## src/assert_macros.svh

```systemverilog
// Assertion macros shared by the console writer modules.
`ifndef ASSERT_MACROS_SVH
`define ASSERT_MACROS_SVH

// Property that must hold at every clock edge outside reset.
`define TMCW_ASSERT(lbl, prop, msg) \
  lbl: assert property (@(posedge clk_i) disable iff (!rst_ni) prop) \
    else $error(msg);

// Condition that must never be seen outside reset.
`define TMCW_NEVER(lbl, expr, msg) \
  lbl: assert property (@(posedge clk_i) disable iff (!rst_ni) !(expr)) \
    else $error(msg);

`endif

```

## src/tmcw_pkg.sv

```systemverilog
// Types, constants and controller/datapath interface of the text console writer.
package tmcw_pkg;

  // Screen geometry
  localparam int TEXT_COLUMNS = 80;
  localparam int TEXT_ROWS    = 25;
  localparam int CELL_COUNT   = TEXT_COLUMNS * TEXT_ROWS;

  // Fixed field widths
  localparam int CMD_W    = 2;
  localparam int CHAR_W   = 8;
  localparam int INDEX_W  = 11;
  localparam int CURSOR_W = 11;
  localparam int CELL_W   = 16;

  // Derived internal widths
  localparam int ADDR_W = $clog2(CELL_COUNT);
  localparam int CNT_W  = $clog2(CELL_COUNT + 1);
  localparam int POS_W  = $clog2(CELL_COUNT + TEXT_COLUMNS);
  localparam int COL_W  = $clog2(TEXT_COLUMNS);

  // Sweep counter limits
  localparam logic [CNT_W-1:0] CELLS_C     = CNT_W'(CELL_COUNT);
  localparam logic [CNT_W-1:0] COPY_LEN_C  = CNT_W'(CELL_COUNT - TEXT_COLUMNS);
  localparam logic [CNT_W-1:0] INIT_LAST_C = CNT_W'(CELL_COUNT - 1);
  localparam logic [CNT_W-1:0] COLS_CNT_C  = CNT_W'(TEXT_COLUMNS);

  // Cursor arithmetic constants
  localparam logic [POS_W-1:0] CELLS_POS_C = POS_W'(CELL_COUNT);
  localparam logic [POS_W-1:0] COLS_POS_C  = POS_W'(TEXT_COLUMNS);
  localparam logic [COL_W-1:0] COL_LAST_C  = COL_W'(TEXT_COLUMNS - 1);

  // Cell and character codes
  localparam logic [CELL_W-1:0] BLANK_CELL   = 16'h0f20;
  localparam logic [7:0]        ATTR_WHITE   = 8'h0f;
  localparam logic [CHAR_W-1:0] CODE_NEWLINE = 8'h0a;
  localparam logic [CHAR_W-1:0] CODE_BACKSP  = 8'h08;
  localparam logic [CHAR_W-1:0] CODE_SPACE   = 8'h20;

  // Request commands
  typedef enum logic [CMD_W-1:0] {
    CMD_PUT   = 2'd0,
    CMD_CLEAR = 2'd1,
    CMD_READ  = 2'd2
  } cmd_e;

  // Request and response payloads
  typedef struct packed {
    logic [CMD_W-1:0]   cmd;
    logic [CHAR_W-1:0]  char_code;
    logic [INDEX_W-1:0] cell_index;
  } in_req_t;

  typedef struct packed {
    logic [CURSOR_W-1:0] cursor_pos;
    logic [CELL_W-1:0]   cell_value;
  } out_rsp_t;

  // Screen memory operations driven by the controller
  typedef enum logic [2:0] {
    MEM_NONE      = 3'd0,
    MEM_INIT      = 3'd1,
    MEM_PUT       = 3'd2,
    MEM_COPY      = 3'd3,
    MEM_BLANK_ROW = 3'd4,
    MEM_BLANK_CUR = 3'd5,
    MEM_CLEAR     = 3'd6,
    MEM_READ      = 3'd7
  } mem_op_e;

  typedef struct packed {
    logic    load;
    logic    cnt_clr;
    logic    cnt_inc;
    logic    cur_put;
    logic    cur_home;
    logic    out_load;
    mem_op_e mem_op;
  } dp_cmd_t;

  typedef struct packed {
    logic scroll;
    logic copy_last;
    logic sweep_end;
    logic init_last;
  } dp_stat_t;

endpackage

```

## src/tmcw_ctrl.sv

```systemverilog
// Console controller: sequences puts, scrolls, clears, reads and the power-up blanking.
`include "assert_macros.svh"

module tmcw_ctrl (
  input  logic                       clk_i,
  input  logic                       rst_ni,
  input  logic                       in_valid_i,
  input  logic [tmcw_pkg::CMD_W-1:0] in_cmd_i,
  output logic                       in_ready_o,
  output logic                       out_valid_o,
  input  logic                       out_ready_i,
  input  tmcw_pkg::dp_stat_t         stat_i,
  output tmcw_pkg::dp_cmd_t          cmd_o
);

  typedef enum logic [8:0] {
    S_INIT   = 9'b000000001,
    S_IDLE   = 9'b000000010,
    S_PUT    = 9'b000000100,
    S_SCROLL = 9'b000001000,
    S_BLANK  = 9'b000010000,
    S_FINAL  = 9'b000100000,
    S_CLEAR  = 9'b001000000,
    S_READ   = 9'b010000000,
    S_DONE   = 9'b100000000
  } state_e;

  state_e state_q, state_d;
  logic   out_valid_q, out_valid_d;
  logic   accept;

  assign in_ready_o = (state_q == S_IDLE);
  assign accept     = in_valid_i && in_ready_o;

  // Next state and datapath commands
  always_comb begin
    state_d = state_q;
    cmd_o   = '{mem_op: tmcw_pkg::MEM_NONE, default: 1'b0};
    case (state_q)
      S_INIT: begin
        cmd_o.mem_op  = tmcw_pkg::MEM_INIT;
        cmd_o.cnt_inc = 1'b1;
        if (stat_i.init_last) begin
          cmd_o.cnt_clr = 1'b1;
          state_d       = S_IDLE;
        end
      end
      S_IDLE: begin
        if (accept) begin
          cmd_o.load    = 1'b1;
          cmd_o.cnt_clr = 1'b1;
          case (in_cmd_i)
            tmcw_pkg::CMD_PUT:   state_d = S_PUT;
            tmcw_pkg::CMD_CLEAR: state_d = S_CLEAR;
            tmcw_pkg::CMD_READ:  state_d = S_READ;
            default:             state_d = S_DONE;
          endcase
        end
      end
      S_PUT: begin
        cmd_o.mem_op  = tmcw_pkg::MEM_PUT;
        cmd_o.cur_put = 1'b1;
        state_d       = stat_i.scroll ? S_SCROLL : S_FINAL;
      end
      S_SCROLL: begin
        cmd_o.mem_op  = tmcw_pkg::MEM_COPY;
        cmd_o.cnt_inc = 1'b1;
        if (stat_i.copy_last) begin
          state_d = S_BLANK;
        end
      end
      S_BLANK: begin
        cmd_o.mem_op  = tmcw_pkg::MEM_BLANK_ROW;
        cmd_o.cnt_inc = 1'b1;
        if (stat_i.sweep_end) begin
          state_d = S_FINAL;
        end
      end
      S_FINAL: begin
        cmd_o.mem_op = tmcw_pkg::MEM_BLANK_CUR;
        state_d      = S_DONE;
      end
      S_CLEAR: begin
        cmd_o.mem_op  = tmcw_pkg::MEM_CLEAR;
        cmd_o.cnt_inc = 1'b1;
        if (stat_i.sweep_end) begin
          cmd_o.cur_home = 1'b1;
          state_d        = S_DONE;
        end
      end
      S_READ: begin
        cmd_o.mem_op = tmcw_pkg::MEM_READ;
        state_d      = S_DONE;
      end
      S_DONE: begin
        // wait for the response register to free up
        if (!out_valid_q || out_ready_i) begin
          cmd_o.out_load = 1'b1;
          state_d        = S_IDLE;
        end
      end
      default: begin
        state_d = S_IDLE;
      end
    endcase
  end

  // Response valid flag
  assign out_valid_d = cmd_o.out_load || (out_valid_q && !out_ready_i);
  assign out_valid_o = out_valid_q;

  always_ff @(posedge clk_i or negedge rst_ni) begin
    if (!rst_ni) begin
      state_q     <= S_INIT;
      out_valid_q <= 1'b0;
    end else begin
      state_q     <= state_d;
      out_valid_q <= out_valid_d;
    end
  end

  `TMCW_NEVER(a_no_overwrite, cmd_o.out_load && out_valid_q && !out_ready_i, "response overwritten")
  `TMCW_ASSERT(a_accept_leaves_idle, accept |=> (state_q != S_IDLE), "request accepted but not run")
  `TMCW_ASSERT(a_scroll_then_blank, (state_q == S_SCROLL) && stat_i.copy_last |=> (state_q == S_BLANK), "scroll did not blank bottom row")

endmodule

```

## config.mk

```make
export PLATFORM = sky130hd
export DESIGN_NAME = tmcw_ctrl
export DESIGN_NICKNAME = d
export VERILOG_FILES = /design/src/tmcw_pkg.sv /design/src/tmcw_ctrl.sv
export VERILOG_INCLUDE_DIRS = /design/src /design/src/src
export SDC_FILE = /design/constraint.sdc
export NUM_CORES = 1
export LEC_CHECK = 0
export CELL_PAD_IN_SITES_DETAIL_PLACEMENT = 1
export CELL_PAD_IN_SITES_GLOBAL_PLACEMENT = 2
export CORE_ASPECT_RATIO = 1.5
export CORE_UTILIZATION = 35
export DETAILED_ROUTE_END_ITERATION = 10
export DONT_BUFFER_PORTS = 1
export HOLD_SLACK_MARGIN = 0.02
export PLACE_DENSITY_LB_ADDON = 0.1
export SYNTH_ARGS = -nofsm -noshare
export SYNTH_HDL_FRONTEND = slang
export SYNTH_SLANG_ARGS = --single-unit
```

## constraint.sdc

```tcl
create_clock -name clk_i -period 2.8 [get_ports clk_i]
set_clock_uncertainty 0.15 [all_clocks]
set_input_delay 0.42 -clock clk_i [delete_from_list [all_inputs] [get_ports clk_i]]
set_output_delay 0.42 -clock clk_i [all_outputs]
set_load 0.01 [all_outputs]
```

==> results <==
- The number of slew-limit violations in the final report is 0.
- After global routing, the most crowded layer is met2.
- The kind of critical path is reg2out.
- The count of warnings emitted by yosys is 0.
- The number of detailed-routing iterations run before antenna repair is 4.
- The startpoint class of the critical path is a flop.
- Setup repair after global routing left no endpoint under its margin.
- Pin placement for this block handled 21 I/O pins.
- The area growth from synthesis to layout is 10.3%.
- The post-layout net count is 105.
- The last weighted congestion value of the routability-driven placer is 0.714.
- Entering global routing, the biggest net connects 13 pins.
- After detailed routing, the number of remaining DRC violations is 0.
- The net switching power figure is 502 uW.
- The shortest clock period the worst path allows after layout is 2520 ps.
- After detailed routing, the total wire length is 2200 um.
- The standby leakage power is 0.000359 uW.
- STA classifies the critical path endpoint as an output pin.
- In this design, the stage delay of the slowest critical-path cell is 610 ps.
- The worst hold path belongs to the class in2reg.
- The worst path meets setup with 282 ps of slack.
- Clock tree synthesis inserted a total of 3 buffers.
- Once the clock tree was built, the resizer swapped 0 gates to a different size.
- The flow ran to the end, and the final reports show no timing, DRC or antenna violations.
- The clock latency of the later-clocked register in the worst-skew pair is 280 ps.
- Of the cells placed in the final design, the portion with a size suffix greater than 1 is 0.170.
- The standard-cell row count is 21.
- The area enclosed by the die boundary is 2520 um2.
- The clock transition at the register clock pins on the worst setup and hold paths after CTS is 80 ps.
- The library cells used most frequently in the layout, excluding fill and tap cells, are 9 x sky130_fd_sc_hd__dfrtp_1, 7 x sky130_fd_sc_hd__nor2_1, 6 x sky130_fd_sc_hd__o21ai_0, 6 x sky130_fd_sc_hd__nor3_1.
- TritonCTS built the clock tree.
- The part of the Yosys area used for sequential elements is 0.310.
- The total overflow left after global routing is 0.
- Prior to clock tree synthesis, the placed netlist has a worst setup slack of 584 ps.
- The final hold violation count is 0.
- The leading cell type in the layout, fill and taps excluded is sky130_fd_sc_hd__dfrtp_1.
- When the netlist entered floorplanning its net count stood at 100.
- Synthesis inferred 10 register bits.
- The met1 track demand over resource is 0.261.
- The number of antenna violations at the first check in global routing is 0.
- For the pin with the worst max-slew slack, the measured transition is 479 ps.
- The largest vdd supply drop is 0.000487 V.
- The number of clock sinks seen by CTS is 10.
- Once detail routing completed, the nets flagged for antenna violations numbered 0.
- The most area-hungry cell type in the Yosys netlist is sky130_fd_sc_hd__dfrtp_1.
- Detailed placement finished with a half-perimeter wire length of 1710 um.
- The worst-case headroom to the max-slew limit is 0.679.
- The maximum fanout count along the critical path is 8.
- The buffer levels on the longest clock path is 2.
- For this block, the via count after detailed routing is 732.
- 0 antenna diodes ended up in the layout.
- Walking the worst path, the cells encountered are xnor2_1 > or4_1 > o31a_1 > nor3_1.
- The cell class contributing the biggest share of worst-path delay is simple AND/OR/NAND/NOR gates.
- After filler insertion, the fill cell instance count of the layout stands at 294.
- For this design, the slowest cell found on the critical path is sky130_fd_sc_hd__dfstp_2.
- The cell area after technology mapping is 812 um2.
- Sorting the synthesized cells by area gives the leading types as sky130_fd_sc_hd__dfrtp_1 28%, sky130_fd_sc_hd__nand4b_1 4.3%, sky130_fd_sc_hd__nor3_1 3.7%, sky130_fd_sc_hd__o21ai_0 3.7%, sky130_fd_sc_hd__dfstp_2 3.2%.
- For this configuration, the core starts out at a cell density of 0.368.
- The via count normalized by instance count is 6.26.
- Setup violations remaining at the end of the flow were counted as 0.
- The total area inside the core boundary comes to 2210 um2.
- The root buffer cell chosen for the clock tree is sky130_fd_sc_hd__clkbuf_4.
- Data arrives at the worst endpoint at 1950 ps.
- The share of total power dissipated in combinational logic is 0.596.
- The horizontal die dimension is 41.3 um.
- Across every metal layer, demand over resource in global routing totals 0.208.
- The total negative slack is 0 ps.
- The via count of the first global-routing pass was 730.
- The post-synthesis cell count is 90.
- Of the post-synthesis cell area, the dominant cell type holds 0.277.
- The met2 layer usage reported by global route is 0.342.
- Static timing analysis puts the maximum clock frequency at 0.397 GHz.
- The sequential power share is 0.263.
- Counting both buffers and inverters, the worst setup path holds a total of 0.
- STA puts the critical path data required time at 2230 ps.
- For this run, global-route usage on met3 was measured as 0.0256.
- The mean instance size in the synthesized netlist is 9.02 um2.
- The share of power burned in the clock network is 0.141.
- In this run the power density over the cells is 1090 nW/um2.
- The violation count after the first detailed-routing iteration is 16.
- The tool flagged a number of max-cap violations equal to 0.
- The first global-routing pass estimated 3530 um of wire.
- The distinct cell type count of the synthesized netlist is 42.
- The number of levels in the clock H-tree is 1.
- The die is 61.0 um tall.
- Of the available clock period, the critical path in the final layout requires 0.899.
- Of the total power, the share spent switching nets is 0.513.
- The number of buffers inserted by port buffering is 0.
- The average wire per cell in the routed design is 18.8 um.
- The internal power of the cells is 477 uW.
==> power groups by stage <==
stage / registers [uW] / clock network, uW / logic (uW)
2_1_floorplan: 220 / 0 / 464
3_3_place_gp: 262 / 0 / 576
3_5_place_dp: 260 / 0 / 582
4_1_cts: 258 / 142 / 591
5_1_grt: 266 / 147 / 652
6_report: 258 / 138 / 584
==> final timing paths <==
path                             start          to  slack [ps]  cells past startpoint
max                         state_q[0]    cmd_o[6]         280                      4
min                        in_cmd_i[1]  state_q[2]          60                      1
max reg2reg                 state_q[7]  state_q[6]         760                      5
min reg2reg                 state_q[1]  state_q[0]         370                      1
max in group asynchronous       rst_ni  state_q[0]        1770                      1
min in group asynchronous       rst_ni  state_q[3]         380                      1
==> worst reg2reg max path: cells and delay by family (launching register included) <==
family	cells	cell delay, ps
buffers and inverters	1	210
AND/OR/NAND/NOR	2	500
multiplexers	1	350
AO/OA/AOI/OAI	1	180
flip-flops	1	540
==> stage by stage <==
step | instances | cell area, um2 | total power, uW | hold WS [ps] | util
after detailed placement | 112 | 850 | 843 | -25.4 | 0.385
final | 117 | 896 | 980 | 61.2 | 0.406
after floorplan | 90 | 812 | 684 | -25.6 | -
after global routing | 117 | 896 | 1070 | 53.1 | 0.406
after CTS | 117 | 896 | 990 | 54.1 | 0.406
after global placement | 112 | 850 | 837 | -25.3 | 0.385
==> logic make-up (layout without fill, tap and decap cells) <==
logic type | count (synthesis) | after routing | synth area share
and+or+nand+nor | 48 | 48 | 0.381
AOI/OAI and AO/OA | 18 | 18 | 0.196
DFF | 10 | 10 | 0.310
buffers and inverters | 8 | 12 | 0.0447
xor gates and xnor gates | 4 | 4 | 0.0432
muxes | 2 | 2 | 0.0262
==> final cells by class <==
type / count / area, um2 / area share
multi-input combinational: 72 / 524 / 0.585
tap: 23 / 28.8 / 0.0321
sequential: 10 / 251 / 0.281
timing repair buffer: 6 / 47.5 / 0.0531
inverter: 2 / 7.51 / 0.00838
clock buffer: 4 / 36.3 / 0.0405
==> metal layers <==
layer / routed length (um) / vias to the layer above / share of wire
met4: 46 / 0 / 0.021
met2: 1140 / 17 / 0.52
met5: 0 / - / 0
met1: 946 / 356 / 0.43
met3: 70 / 4 / 0.032
li1: - / 355 / -
==> cell usage after synthesis <==
master / n
sky130_fd_sc_hd__dfrtp_1: 9
sky130_fd_sc_hd__nor2_1: 7
sky130_fd_sc_hd__nor3_1: 6
sky130_fd_sc_hd__o21ai_0: 6
sky130_fd_sc_hd__nand2_1: 5
sky130_fd_sc_hd__nand3_1: 4
sky130_fd_sc_hd__nand4b_1: 4
sky130_fd_sc_hd__clkbuf_1: 3
sky130_fd_sc_hd__nor4b_1: 3
sky130_fd_sc_hd__xor2_1: 3
sky130_fd_sc_hd__buf_2: 2
sky130_fd_sc_hd__inv_1: 2
sky130_fd_sc_hd__nand2b_1: 2
sky130_fd_sc_hd__nor2b_1: 2
sky130_fd_sc_hd__nor3b_1: 2
sky130_fd_sc_hd__o211a_1: 2
sky130_fd_sc_hd__o211ai_1: 2
sky130_fd_sc_hd__or4_1: 2
sky130_fd_sc_hd__a211oi_1: 1
sky130_fd_sc_hd__a21oi_1: 1
sky130_fd_sc_hd__a32oi_1: 1
sky130_fd_sc_hd__and2_1: 1
sky130_fd_sc_hd__and3_1: 1
sky130_fd_sc_hd__and4_1: 1
sky130_fd_sc_hd__buf_4: 1
sky130_fd_sc_hd__dfstp_2: 1
sky130_fd_sc_hd__mux2_1: 1
sky130_fd_sc_hd__mux2i_1: 1
sky130_fd_sc_hd__nand2_2: 1
sky130_fd_sc_hd__nand3b_1: 1
sky130_fd_sc_hd__nand4_1: 1
sky130_fd_sc_hd__nor3_2: 1
sky130_fd_sc_hd__nor4_1: 1
sky130_fd_sc_hd__nor4_4: 1
sky130_fd_sc_hd__nor4bb_1: 1
sky130_fd_sc_hd__o2111a_1: 1
sky130_fd_sc_hd__o2111ai_4: 1
sky130_fd_sc_hd__o31a_1: 1
sky130_fd_sc_hd__o32a_1: 1
sky130_fd_sc_hd__o32ai_2: 1
sky130_fd_sc_hd__or3b_2: 1
sky130_fd_sc_hd__xnor2_1: 1
==> flip-flops by register name, indices dropped and copies added, names as in the netlist <==
name	flops
state_q	9
out_valid_o	1
==> what timing repair did <==
| action | in CTS | in global routing |
|---|---|---|
| buffers inserted | 0 | 0 |
| hold buffers | 1 | 0 |
| endpoints found under the hold margin | 10 | 0 |
Note: power is estimated with default switching activity, not from simulation.
